File: src/sv/b64enc_pkg.sv
package b64enc_pkg;

    localparam int CHAR_W     = 8;
    localparam int COUNT_W    = 32;
    localparam int CFG_IDX_W  = 2;
    localparam int GROUP_LEN  = 4;

    localparam logic [CHAR_W-1:0] PAD_CHAR = 8'h3D;   // '='

    typedef enum logic [1:0] {
        ACT_DATA    = 2'd0,
        ACT_FINISH  = 2'd1,
        ACT_RESTART = 2'd2
    } action_t;

    typedef enum logic [CFG_IDX_W-1:0] {
        REG_OUTPUT_BUDGET   = 2'd0,
        REG_BUFFER_CAPACITY = 2'd1
    } cfg_reg_t;

    typedef struct packed {
        logic [1:0] action;
        logic [7:0] byte_value;
    } in_item_t;

    typedef struct packed {
        logic [CHAR_W-1:0]  char_0;
        logic [CHAR_W-1:0]  char_1;
        logic [CHAR_W-1:0]  char_2;
        logic [CHAR_W-1:0]  char_3;
        logic               group_valid;
        logic [2:0]         store_count;
        logic [COUNT_W-1:0] write_offset;
        logic               limit_reached;
        logic [COUNT_W-1:0] needed_total;
    } out_item_t;

    typedef struct packed {
        logic [COUNT_W-1:0] output_budget;
        logic [COUNT_W-1:0] buffer_capacity;
    } cfg_t;

    // Standard alphabet: A-Z, a-z, 0-9, '+', '/'
    function automatic logic [CHAR_W-1:0] b64_char(input logic [5:0] v);
        logic [CHAR_W-1:0] r;
        begin
            if (v < 6'd26)
            begin
                r = 8'h41 + {2'b00, v};
            end
            else if (v < 6'd52)
            begin
                r = 8'h61 + {2'b00, v} - 8'd26;
            end
            else if (v < 6'd62)
            begin
                r = 8'h30 + {2'b00, v} - 8'd52;
            end
            else if (v == 6'd62)
            begin
                r = 8'h2B;
            end
            else
            begin
                r = 8'h2F;
            end
            return r;
        end
    endfunction

endpackage

File: src/sv/b64enc_core.sv
module b64enc_core
    import b64enc_pkg::*;
(
    input  logic      clk,
    input  logic      rst_n,
    input  logic      fire,
    input  in_item_t  item,
    input  cfg_t      cfg,
    output out_item_t result
);

    logic [7:0]         pend0_reg, pend0_next;
    logic [7:0]         pend1_reg, pend1_next;
    logic [1:0]         count_reg, count_next;
    logic [COUNT_W-1:0] needed_reg, needed_next;
    logic [COUNT_W-1:0] stored_reg, stored_next;
    logic               limit_reg, limit_next;

    logic               is_data;
    logic               is_finish;
    logic               is_restart;
    logic               make_group;
    logic               pad_one;
    logic [7:0]         b_sel;
    logic [7:0]         c_sel;
    logic [COUNT_W:0]   needed_plus;
    logic               over_budget;
    logic               emit;
    logic [COUNT_W-1:0] avail;
    logic [2:0]         take;
    logic [CHAR_W-1:0]  g0, g1, g2, g3;

    always_comb
    begin
        is_data    = 1'b0;
        is_finish  = 1'b0;
        is_restart = 1'b0;
        case (item.action)
            ACT_DATA:    is_data    = 1'b1;
            ACT_FINISH:  is_finish  = 1'b1;
            ACT_RESTART: is_restart = 1'b1;
            default:     ;
        endcase
    end

    always_comb
    begin
        make_group = !limit_reg &&
                     ((is_data && count_reg == 2'd2) || (is_finish && count_reg != 2'd0));
        pad_one    = is_finish && count_reg == 2'd1;
        b_sel      = pad_one ? 8'd0 : pend1_reg;
        c_sel      = is_data ? item.byte_value : 8'd0;

        g0 = b64_char(pend0_reg[7:2]);
        g1 = b64_char({pend0_reg[1:0], b_sel[7:4]});
        g2 = pad_one   ? PAD_CHAR : b64_char({b_sel[3:0], c_sel[7:6]});
        g3 = is_finish ? PAD_CHAR : b64_char(c_sel[5:0]);

        needed_plus = {1'b0, needed_reg} + (COUNT_W+1)'(GROUP_LEN);
        over_budget = (cfg.output_budget != '0) &&
                      (needed_plus > {1'b0, cfg.output_budget});
        emit        = make_group && !over_budget;

        avail = (stored_reg < cfg.buffer_capacity) ? (cfg.buffer_capacity - stored_reg) : '0;
        take  = (avail < COUNT_W'(GROUP_LEN)) ? avail[2:0] : 3'(GROUP_LEN);
    end

    always_comb
    begin
        pend0_next  = pend0_reg;
        pend1_next  = pend1_reg;
        count_next  = count_reg;
        needed_next = needed_reg;
        stored_next = stored_reg;
        limit_next  = limit_reg;
        if (is_restart)
        begin
            pend0_next  = '0;
            pend1_next  = '0;
            count_next  = '0;
            needed_next = '0;
            stored_next = '0;
            limit_next  = 1'b0;
        end
        else
        begin
            if (is_data && !limit_reg && count_reg < 2'd2)
            begin
                if (count_reg[0])
                begin
                    pend1_next = item.byte_value;
                end
                else
                begin
                    pend0_next = item.byte_value;
                end
                count_next = count_reg + 2'd1;
            end
            if (make_group)
            begin
                count_next = '0;
                if (over_budget)
                begin
                    limit_next = 1'b1;
                end
                else
                begin
                    // saturate the running total
                    needed_next = needed_plus[COUNT_W] ? '1 : needed_plus[COUNT_W-1:0];
                    stored_next = stored_reg + COUNT_W'(take);
                end
            end
        end
    end

    always_comb
    begin
        result.char_0        = emit ? g0 : '0;
        result.char_1        = emit ? g1 : '0;
        result.char_2        = emit ? g2 : '0;
        result.char_3        = emit ? g3 : '0;
        result.group_valid   = emit;
        result.store_count   = emit ? take : '0;
        result.write_offset  = emit ? stored_reg : stored_next;
        result.limit_reached = limit_next;
        result.needed_total  = needed_next;
    end

    always_ff @(posedge clk or negedge rst_n)
    begin
        if (!rst_n)
        begin
            pend0_reg  <= '0;
            pend1_reg  <= '0;
            count_reg  <= '0;
            needed_reg <= '0;
            stored_reg <= '0;
            limit_reg  <= 1'b0;
        end
        else if (fire)
        begin
            pend0_reg  <= pend0_next;
            pend1_reg  <= pend1_next;
            count_reg  <= count_next;
            needed_reg <= needed_next;
            stored_reg <= stored_next;
            limit_reg  <= limit_next;
        end
    end

endmodule

File: src/sv/base64_encoder_with_output_budget.sv
// Channel  Direction  Handshake               Transaction
// src      in         src_valid / src_stall   one in_item_t: action, byte_value
// dst      out        dst_valid / dst_stall   one out_item_t per src item
// cfg      in         cfg_valid / cfg_ready   register index and 32-bit data
//
// Two register stages: input register, then result register.
// One item per cycle sustained while dst_stall is low; the encoder state updates as the item moves into
// the result register. cfg_ready is always high.
// rst_n (async, active low) clears encoder state, config registers and valids.
// A stalled result holds the pipeline; src_stall rises only when both stages are full.
module base64_encoder_with_output_budget
    import b64enc_pkg::*;
(
    input  logic                 clk,
    input  logic                 rst_n,
    input  logic                 src_valid,
    output logic                 src_stall,
    input  in_item_t             src_item,
    output logic                 dst_valid,
    input  logic                 dst_stall,
    output out_item_t            dst_item,
    input  logic                 cfg_valid,
    output logic                 cfg_ready,
    input  logic [CFG_IDX_W-1:0] cfg_index,
    input  logic [COUNT_W-1:0]   cfg_data
);

    cfg_t      cfg_reg;
    logic      in_valid_reg;
    in_item_t  in_item_reg;
    logic      out_valid_reg;
    out_item_t out_item_reg;
    out_item_t result;
    logic      advance;
    logic      fire;

    assign cfg_ready = 1'b1;
    assign advance   = !out_valid_reg || !dst_stall;
    assign src_stall = in_valid_reg && !advance;
    assign fire      = in_valid_reg && advance;
    assign dst_valid = out_valid_reg;
    assign dst_item  = out_item_reg;

    always_ff @(posedge clk or negedge rst_n)
    begin
        if (!rst_n)
        begin
            cfg_reg <= '0;
        end
        else if (cfg_valid && cfg_ready)
        begin
            case (cfg_index)
                REG_OUTPUT_BUDGET:   cfg_reg.output_budget   <= cfg_data;
                REG_BUFFER_CAPACITY: cfg_reg.buffer_capacity <= cfg_data;
                default:             ;
            endcase
        end
    end

    always_ff @(posedge clk or negedge rst_n)
    begin
        if (!rst_n)
        begin
            in_valid_reg  <= 1'b0;
            out_valid_reg <= 1'b0;
        end
        else
        begin
            if (!src_stall)
            begin
                in_valid_reg <= src_valid;
            end
            if (advance)
            begin
                out_valid_reg <= in_valid_reg;
            end
        end
    end

    always_ff @(posedge clk)
    begin
        if (src_valid && !src_stall)
        begin
            in_item_reg <= src_item;
        end
        if (fire)
        begin
            out_item_reg <= result;
        end
    end

    b64enc_core u_core (
        .clk    (clk),
        .rst_n  (rst_n),
        .fire   (fire),
        .item   (in_item_reg),
        .cfg    (cfg_reg),
        .result (result)
    );

endmodule

File: config.mk
export PLATFORM = sky130hd
export DESIGN_NAME = base64_encoder_with_output_budget
export DESIGN_NICKNAME = d
export VERILOG_FILES = /design/src/sv/b64enc_pkg.sv /design/src/sv/b64enc_core.sv /design/src/sv/base64_encoder_with_output_budget.sv
export SDC_FILE = /design/constraint.sdc
export NUM_CORES = 1
export LEC_CHECK = 0
export ABC_AREA = 1
export BUFFER_PORTS_ARGS = -buffer_cell sky130_fd_sc_hd__buf_4
export CELL_PAD_IN_SITES_DETAIL_PLACEMENT = 0
export CELL_PAD_IN_SITES_GLOBAL_PLACEMENT = 2
export CORE_UTILIZATION = 32
export DETAILED_ROUTE_END_ITERATION = 12
export PLACE_DENSITY = 0.86
export REMOVE_ABC_BUFFERS = 1
export SETUP_SLACK_MARGIN = 0.15
export SLEW_MARGIN = 15
export SYNTH_ARGS = -nofsm -noshare
export SYNTH_HDL_FRONTEND = slang
export SYNTH_SLANG_ARGS = --single-unit
File: constraint.sdc
create_clock -name clk -period 13.45 [get_ports clk]
set_clock_uncertainty 0.15 [all_clocks]
set_input_delay 1.345 -clock clk [delete_from_list [all_inputs] [get_ports clk]]
set_output_delay 1.345 -clock clk [all_outputs]
set_load 0.05 [all_outputs]
After elaboration in Yosys (flattened, before gate mapping)
Index checks and enable logic that the tools add are counted.
- word-level logic and storage cells: 152
- output and inout bits: 104
- flip-flop bits (word level): 260
- input port bits: 49
- reductions and logical operators: 33
- muxes and demuxes: 45
- bitwise operators: 1
- $add $sub $neg: 24
- $lt $le $gt $ge: 16
- equal/unequal tests: 10
- operator list (kind ; number):
    $mux W32 ; 9
    $mux W8 ; 20
    $add A7 B6 Y8 const A ; 8
    $lt A6 B6 Y1 const B ; 8
    $add A32 B3 Y33 const B ; 1
    $gt A33 B32 Y1 ; 1
    $add A32 B3 Y32 ; 1
    $lt A32 B3 Y1 const B ; 1
    $lt A32 B32 Y1 ; 1
    $reduce_bool A32 Y1 ; 1
    $sub A32 B32 Y32 ; 1
    $sub A8 B5 Y8 const B ; 4
    $sub A8 B6 Y8 const B ; 4
    $add A6 B6 Y7 const A ; 4
    $eq A6 B6 Y1 const B ; 4
    $lt A6 B5 Y1 const B ; 4
    $mux W3 ; 5
    $mux W6 ; 2
    $logic_and A1 B1 Y1 ; 11
    $eq A2 B1 Y1 const B ; 3
    $logic_not A1 Y1 ; 6
    $mux W1 ; 6
    $mux W2 ; 3
    $reduce_and A2 Y1 ; 3
    11 further kinds ; 18

Longest topological paths before layout
- word-level depth: 10
- mapped depth: 34
- gate-level depth less buffers: 33

By module
Synthesis repeated with hierarchy kept, for this count alone.
- cell total of the unflattened synthesis: 2604
- area, all modules: 18287.5 um^2
- by module, submodules not included (module ; instances ; cells an instance ; seq. area each (um^2) ; area an instance (um^2)):
    b64enc_core ; 1 ; 2195 ; 2077.0 ; 12216.7
    base64_encoder_with_output_budget ; 1 ; 409 ; 4984.8 ; 6070.8

Worst setup path before layout
Ideal clock, no wire load.
- path type: input to register
- start: input dst_stall
- end: register out_item_reg, in the netlist dst_item[0], enable pin
- path buffers: 2
- path slack: 8.028 ns
- setup time: 0.505 ns
- stages: 5
- required time: 12.795 ns
- arrival: 4.767 ns
- path through: nand2_1 > nand2_1 > inv_1 > clkbuf_1 > clkbuf_1
- cells in the longest elaborated chain, start to end: 3
- RTL lines (element ; RTL line ; RTL):
    start: declaration ; base64_encoder_with_output_budget.sv:20 ; input logic dst_stall,
    $logic_not A1 Y1 ; base64_encoder_with_output_budget.sv:38 ; assign advance = !out_valid_reg || !dst_stall;
    $logic_or A1 B1 Y1 ; base64_encoder_with_output_budget.sv:38 ;
    $logic_and A1 B1 Y1 ; base64_encoder_with_output_budget.sv:40 ; assign fire = in_valid_reg && advance;
    named net fire ; base64_encoder_with_output_budget.sv:35 ; logic fire;
    end signal: assignment ; base64_encoder_with_output_budget.sv:88 ; out_item_reg <= result;
    end: declaration ; base64_encoder_with_output_budget.sv:32 ; out_item_t out_item_reg;
The timed path passes the listed nets, and every way through them passes these cells.
A chain may end at the register's enable or synchronous reset.

==> impl.org <==
** Status
- Result of the run :: finished clean

** Setup path
- The worst setup path is launched from a register.
- Worst path required time :: ~14000 ps
- WP data arrival :: slightly above 6000 ps
- By startpoint and endpoint, the worst setup path is classified as register to register.
- In this run the worst path has a maximum fanout of 77.
- The worst setup path is captured at a register.

** Synthesis
- Post-synth cell types :: between 50 and 60
- Proportion of synthesized chip area in sequential cells :: ~39%
- Counting flops with an async set or reset pin after synthesis yields a share of 57.3%.
- Synthesis inferred 260 register bits.
- For this run, the number of Yosys warnings is 0.
- Post-Synthesis Mean Instance Area :: between 7 and 8 um^2
- In this run, synthesis inferred roughly 110 flip-flops with an integrated enable.
- Largest cells by area after synthesis :: sky130_fd_sc_hd__dfrtp_1 (20%), sky130_fd_sc_hd__edfxtp_1 (18%), sky130_fd_sc_hd__nand2_1 (17%)
- The most used flip-flop cell after synthesis is sky130_fd_sc_hd__dfrtp_1.
- Cell area after synthesis :: 18300 um^2
- Counting every instance in the synthesized netlist gives 2595.
- Library cell with the largest summed area after synthesis :: sky130_fd_sc_hd__dfrtp_1
- Post-synth top area share :: around 20%

** Power
- Clock power share :: 26.0%
- Internal Dissipation :: approximately 2200 uW
- Switching power total :: approximately 1700 uW
- Per report_power, the combinational group accounts for 44.3% of the total.
- Leakage :: 0.0110 uW
- Overall power consumption after layout is estimated at between 3000 and 4000 uW.
- Of the total power, the share spent switching nets is between 40 and 50%.
- In this run the power density over the cells is between 150 and 200 nW/um^2.
- Sequential cells account for 29.7% of the total power.
- The worst-case IR drop observed on VDD is approximately 0.11 mV.

** Clocking
- Clock-pin slew was measured on the worst setup and hold paths at about 60 ps.
- In this run the number of H-tree levels came out at 2.
- TritonCTS built the clock tree.
- CTS saw between 200 and 300 sinks.
- Insertion delay of the later-clocked pin in the worst-skew pair :: roughly 540 ps
- Post-CTS timing repair inserted 0 buffers for setup.
- TritonCTS buffer count :: 34
- Resize count post-CTS :: 0
- The root buffer cell chosen for the clock tree is sky130_fd_sc_hd__clkbuf_16.
- For this design, the CTS-stage hold fixing added 0 buffers.
- Clock buffer depth :: 3

** Die
- The die covers a little under 60000 um^2.
- about 150 I/O pins were placed.
- Once the floorplan was initialized, standard cells occupied around a third of the core.
- # rows :: between 80 and 90
- Chip Height :: between 200 and 250 um
- Core Region :: between 50000 and 60000 um^2
- Chip Width :: roughly 240 um

** Timing
- The count of pins over their slew limit came to 0.
- The final hold violation count came to 0.
- Minimum clock period after layout :: between 5000 and 6000 ps
- Unrepaired setup endpoints after global routing :: false
- Slew at the pin closest to its max-slew limit :: about 1000 ps
- Based on the critical path, the design can be clocked at up to about 0.17 GHz.
- Period Utilization, post-route :: a little over two fifths
- Post-route worst hold slack :: between 300 and 400 ps
- Final count of negative-setup-slack endpoints :: 0
- Worst path setup slack after routing :: approximately 7600 ps
- In this run the tightest slew margin relative to its limit is around a third.
- For the final routed database, the setup TNS stands at 0 ps.

** Final layout
- 0 antenna diodes ended up in the layout.
- The layout has roughly 6100 filler cells.
- Layout cells sized above 1 :: a little under a tenth
- Relative to the synthesized area, the layout overhead comes to 16.8%.
- For this run, the post-layout net count is a little under 3000.
- Area occupied by multi-input gates :: between 9000 and 10000 um^2
- Area used by sequential logic in the layout :: between 7000 and 8000 um^2
- The register with the most flip-flops in the layout has just over 100 of them.

** Worst hold path
- In this run the worst hold path is classified as register to register.

** Routing
- Summed over all layers, the routed wires come to around 59000 um.
- Number of routed nets with antenna violations :: 0
- The final route contains between 15000 and 20000 vias.
- Count of routing violations after the opening detailed-route iteration :: 1194
- For this run, design rule violations remaining after detail routing come to 0.
- The first detailed-routing pass ran for 7 iterations.
- Via density per instance :: approximately 4.9
- After detailed routing, the average wire length per cell comes to ~17 um.

** GRT
- Global routing used about a fifth of the available tracks across all layers.
- The number of global-route vias before repair is roughly 16000.
- Wire length of the first global-routing pass :: between 90000 and 100000 um
- Largest net degree at the start of global routing :: 96
- Initial antenna violation count :: 0
- GRT Residual Overflow :: 0

** Place
- Detail Placement HPWL :: ~44000 um
- Prior to clock tree synthesis, the placed netlist has a worst setup slack of between 7000 and 8000 ps.
- Final GP Congestion :: 0.918
- Count of input and output buffers :: roughly 150

** Run
- Max-cap violations in this run came to 0.
==> placed cells by master, fill, tap and decap left out, types with 31 or more instances in the layout <==
cell type / netlist / layout
sky130_fd_sc_hd__nand2_1: 808 / 806
sky130_fd_sc_hd__inv_1: 422 / 421
sky130_fd_sc_hd__nor2_1: 245 / 244
sky130_fd_sc_hd__buf_4: 7 / 158
sky130_fd_sc_hd__dfrtp_1: 149 / 149
sky130_fd_sc_hd__nand3_1: 145 / 145
sky130_fd_sc_hd__o21ai_0: 128 / 128
sky130_fd_sc_hd__ha_1: 111 / 111
sky130_fd_sc_hd__edfxtp_1: 111 / 111
sky130_fd_sc_hd__nand4_1: 106 / 106
sky130_fd_sc_hd__a21oi_1: 86 / 86
sky130_fd_sc_hd__clkbuf_16: 0 / 40
sky130_fd_sc_hd__nor3_1: 31 / 31
==> per-layer routing <==
metal / global-route usage [%] / share of wire (%) / wire (um) / vias to the layer above
li1: - / - / - / 8600
met1: 28.1 / 48 / 28000 / 7959
met2: 32.5 / 45 / 26400 / 429
met3: 2.62 / 4.9 / 2870 / 73
met4: 5.58 / 2.4 / 1390 / 0
met5: 0 / 0 / 0 / -
==> cells in the mapped netlist (4+ instances only) <==
cell	count
sky130_fd_sc_hd__nor3_1	31
sky130_fd_sc_hd__mux2_2	4
sky130_fd_sc_hd__nor3_2	4
sky130_fd_sc_hd__nand3b_1	15
sky130_fd_sc_hd__inv_2	10
sky130_fd_sc_hd__ha_1	111
sky130_fd_sc_hd__and2_1	7
sky130_fd_sc_hd__o21ai_1	8
sky130_fd_sc_hd__buf_4	7
sky130_fd_sc_hd__a21oi_1	86
sky130_fd_sc_hd__a31oi_1	11
sky130_fd_sc_hd__nand2_1	808
sky130_fd_sc_hd__nor4_1	14
sky130_fd_sc_hd__a211oi_1	4
sky130_fd_sc_hd__inv_1	422
sky130_fd_sc_hd__o21ai_0	128
sky130_fd_sc_hd__and3_1	26
sky130_fd_sc_hd__buf_6	4
sky130_fd_sc_hd__buf_1	4
sky130_fd_sc_hd__dfrtp_1	149
sky130_fd_sc_hd__nand4_1	106
sky130_fd_sc_hd__nand3_1	145
sky130_fd_sc_hd__o211ai_1	7
sky130_fd_sc_hd__edfxtp_1	111
sky130_fd_sc_hd__buf_2	14
sky130_fd_sc_hd__nor2_1	245
sky130_fd_sc_hd__xor2_1	28
sky130_fd_sc_hd__clkbuf_1	42
sky130_fd_sc_hd__nand2_2	4
==> area by class of cell <==
cell class              count  area share, %
multi-input cells        1830           43.4
flip-flops and latches    260           33.0
inverters                 434           7.65
repair buffers            159           5.60
clock buffers              48           5.01
well taps                 756           4.43
clock inverters            14          0.843
==> final timing paths <==
check	startpoint	to	slack (ps)	cells past startpoint
min	cfg_reg[43]	cfg_reg[43]	340	2
min in group asynchronous	rst_n	u_core.needed_reg[28]	760	1
min reg2reg	cfg_reg[43]	cfg_reg[43]	340	2
max	u_core.needed_reg[2]	dst_item[0]	7570	24
max reg2reg	u_core.needed_reg[2]	dst_item[0]	7570	24
max in group asynchronous	rst_n	dst_valid	10970	2
==> per-stage QoR <==
stage / std cells / instance area (um^2) / util (%)
after floorplan: 2524 / 18000 / -
final: 3501 / 21400 / 37.9
after CTS: 3501 / 21400 / 37.9
after global routing: 3501 / 21400 / 37.9
after detailed placement: 3439 / 20100 / 35.7
after global placement: 3439 / 20100 / 35.7
==> power groups by stage <==
stage          sequential [uW]  clock (uW)  combinational, uW
6_report                  1150        1010               1710
2_1_floorplan             1300           0               1040
5_1_grt                   1170        1060               1930
3_5_place_dp              1160           0               1710
3_3_place_gp              1160           0               1710
4_1_cts                   1150        1030               1720
==> critical path: stages (launching register included) <==
cell,delay (ps)
sky130_fd_sc_hd__dfrtp_1,420
sky130_fd_sc_hd__ha_1,220
sky130_fd_sc_hd__nand3_2,140
sky130_fd_sc_hd__nor2_4,170
sky130_fd_sc_hd__inv_1,50
sky130_fd_sc_hd__nor2_1,180
sky130_fd_sc_hd__nand2_1,150
sky130_fd_sc_hd__nor3_2,260
sky130_fd_sc_hd__nand3_1,110
sky130_fd_sc_hd__nand2_1,80
sky130_fd_sc_hd__nand2_1,70
sky130_fd_sc_hd__ha_1,290
sky130_fd_sc_hd__nand2_1,50
sky130_fd_sc_hd__nor2_1,120
sky130_fd_sc_hd__nand4_1,150
sky130_fd_sc_hd__nor3_1,230
sky130_fd_sc_hd__nand2_1,70
sky130_fd_sc_hd__o21ai_1,90
sky130_fd_sc_hd__inv_2,50
sky130_fd_sc_hd__nand2_2,40
sky130_fd_sc_hd__buf_4,690
sky130_fd_sc_hd__nand2_4,560
sky130_fd_sc_hd__inv_2,850
sky130_fd_sc_hd__nand2_1,240
sky130_fd_sc_hd__a21oi_1,220
==> kinds of logic (layout without fill, tap and decap cells) <==
kind of cell	count (synthesis)	in the layout	synth area share [%]
mux	4	4	0.246
fa+ha+maj	113	113	7.81
buf+inv	505	655	10.8
compound gates	264	264	7.84
xor+xnor	31	31	1.48
flops	260	260	38.6
other cells	1	1	0.0205
simple gates	1417	1417	33.2
No activity file was read; power rests on OpenSTA's default activity.
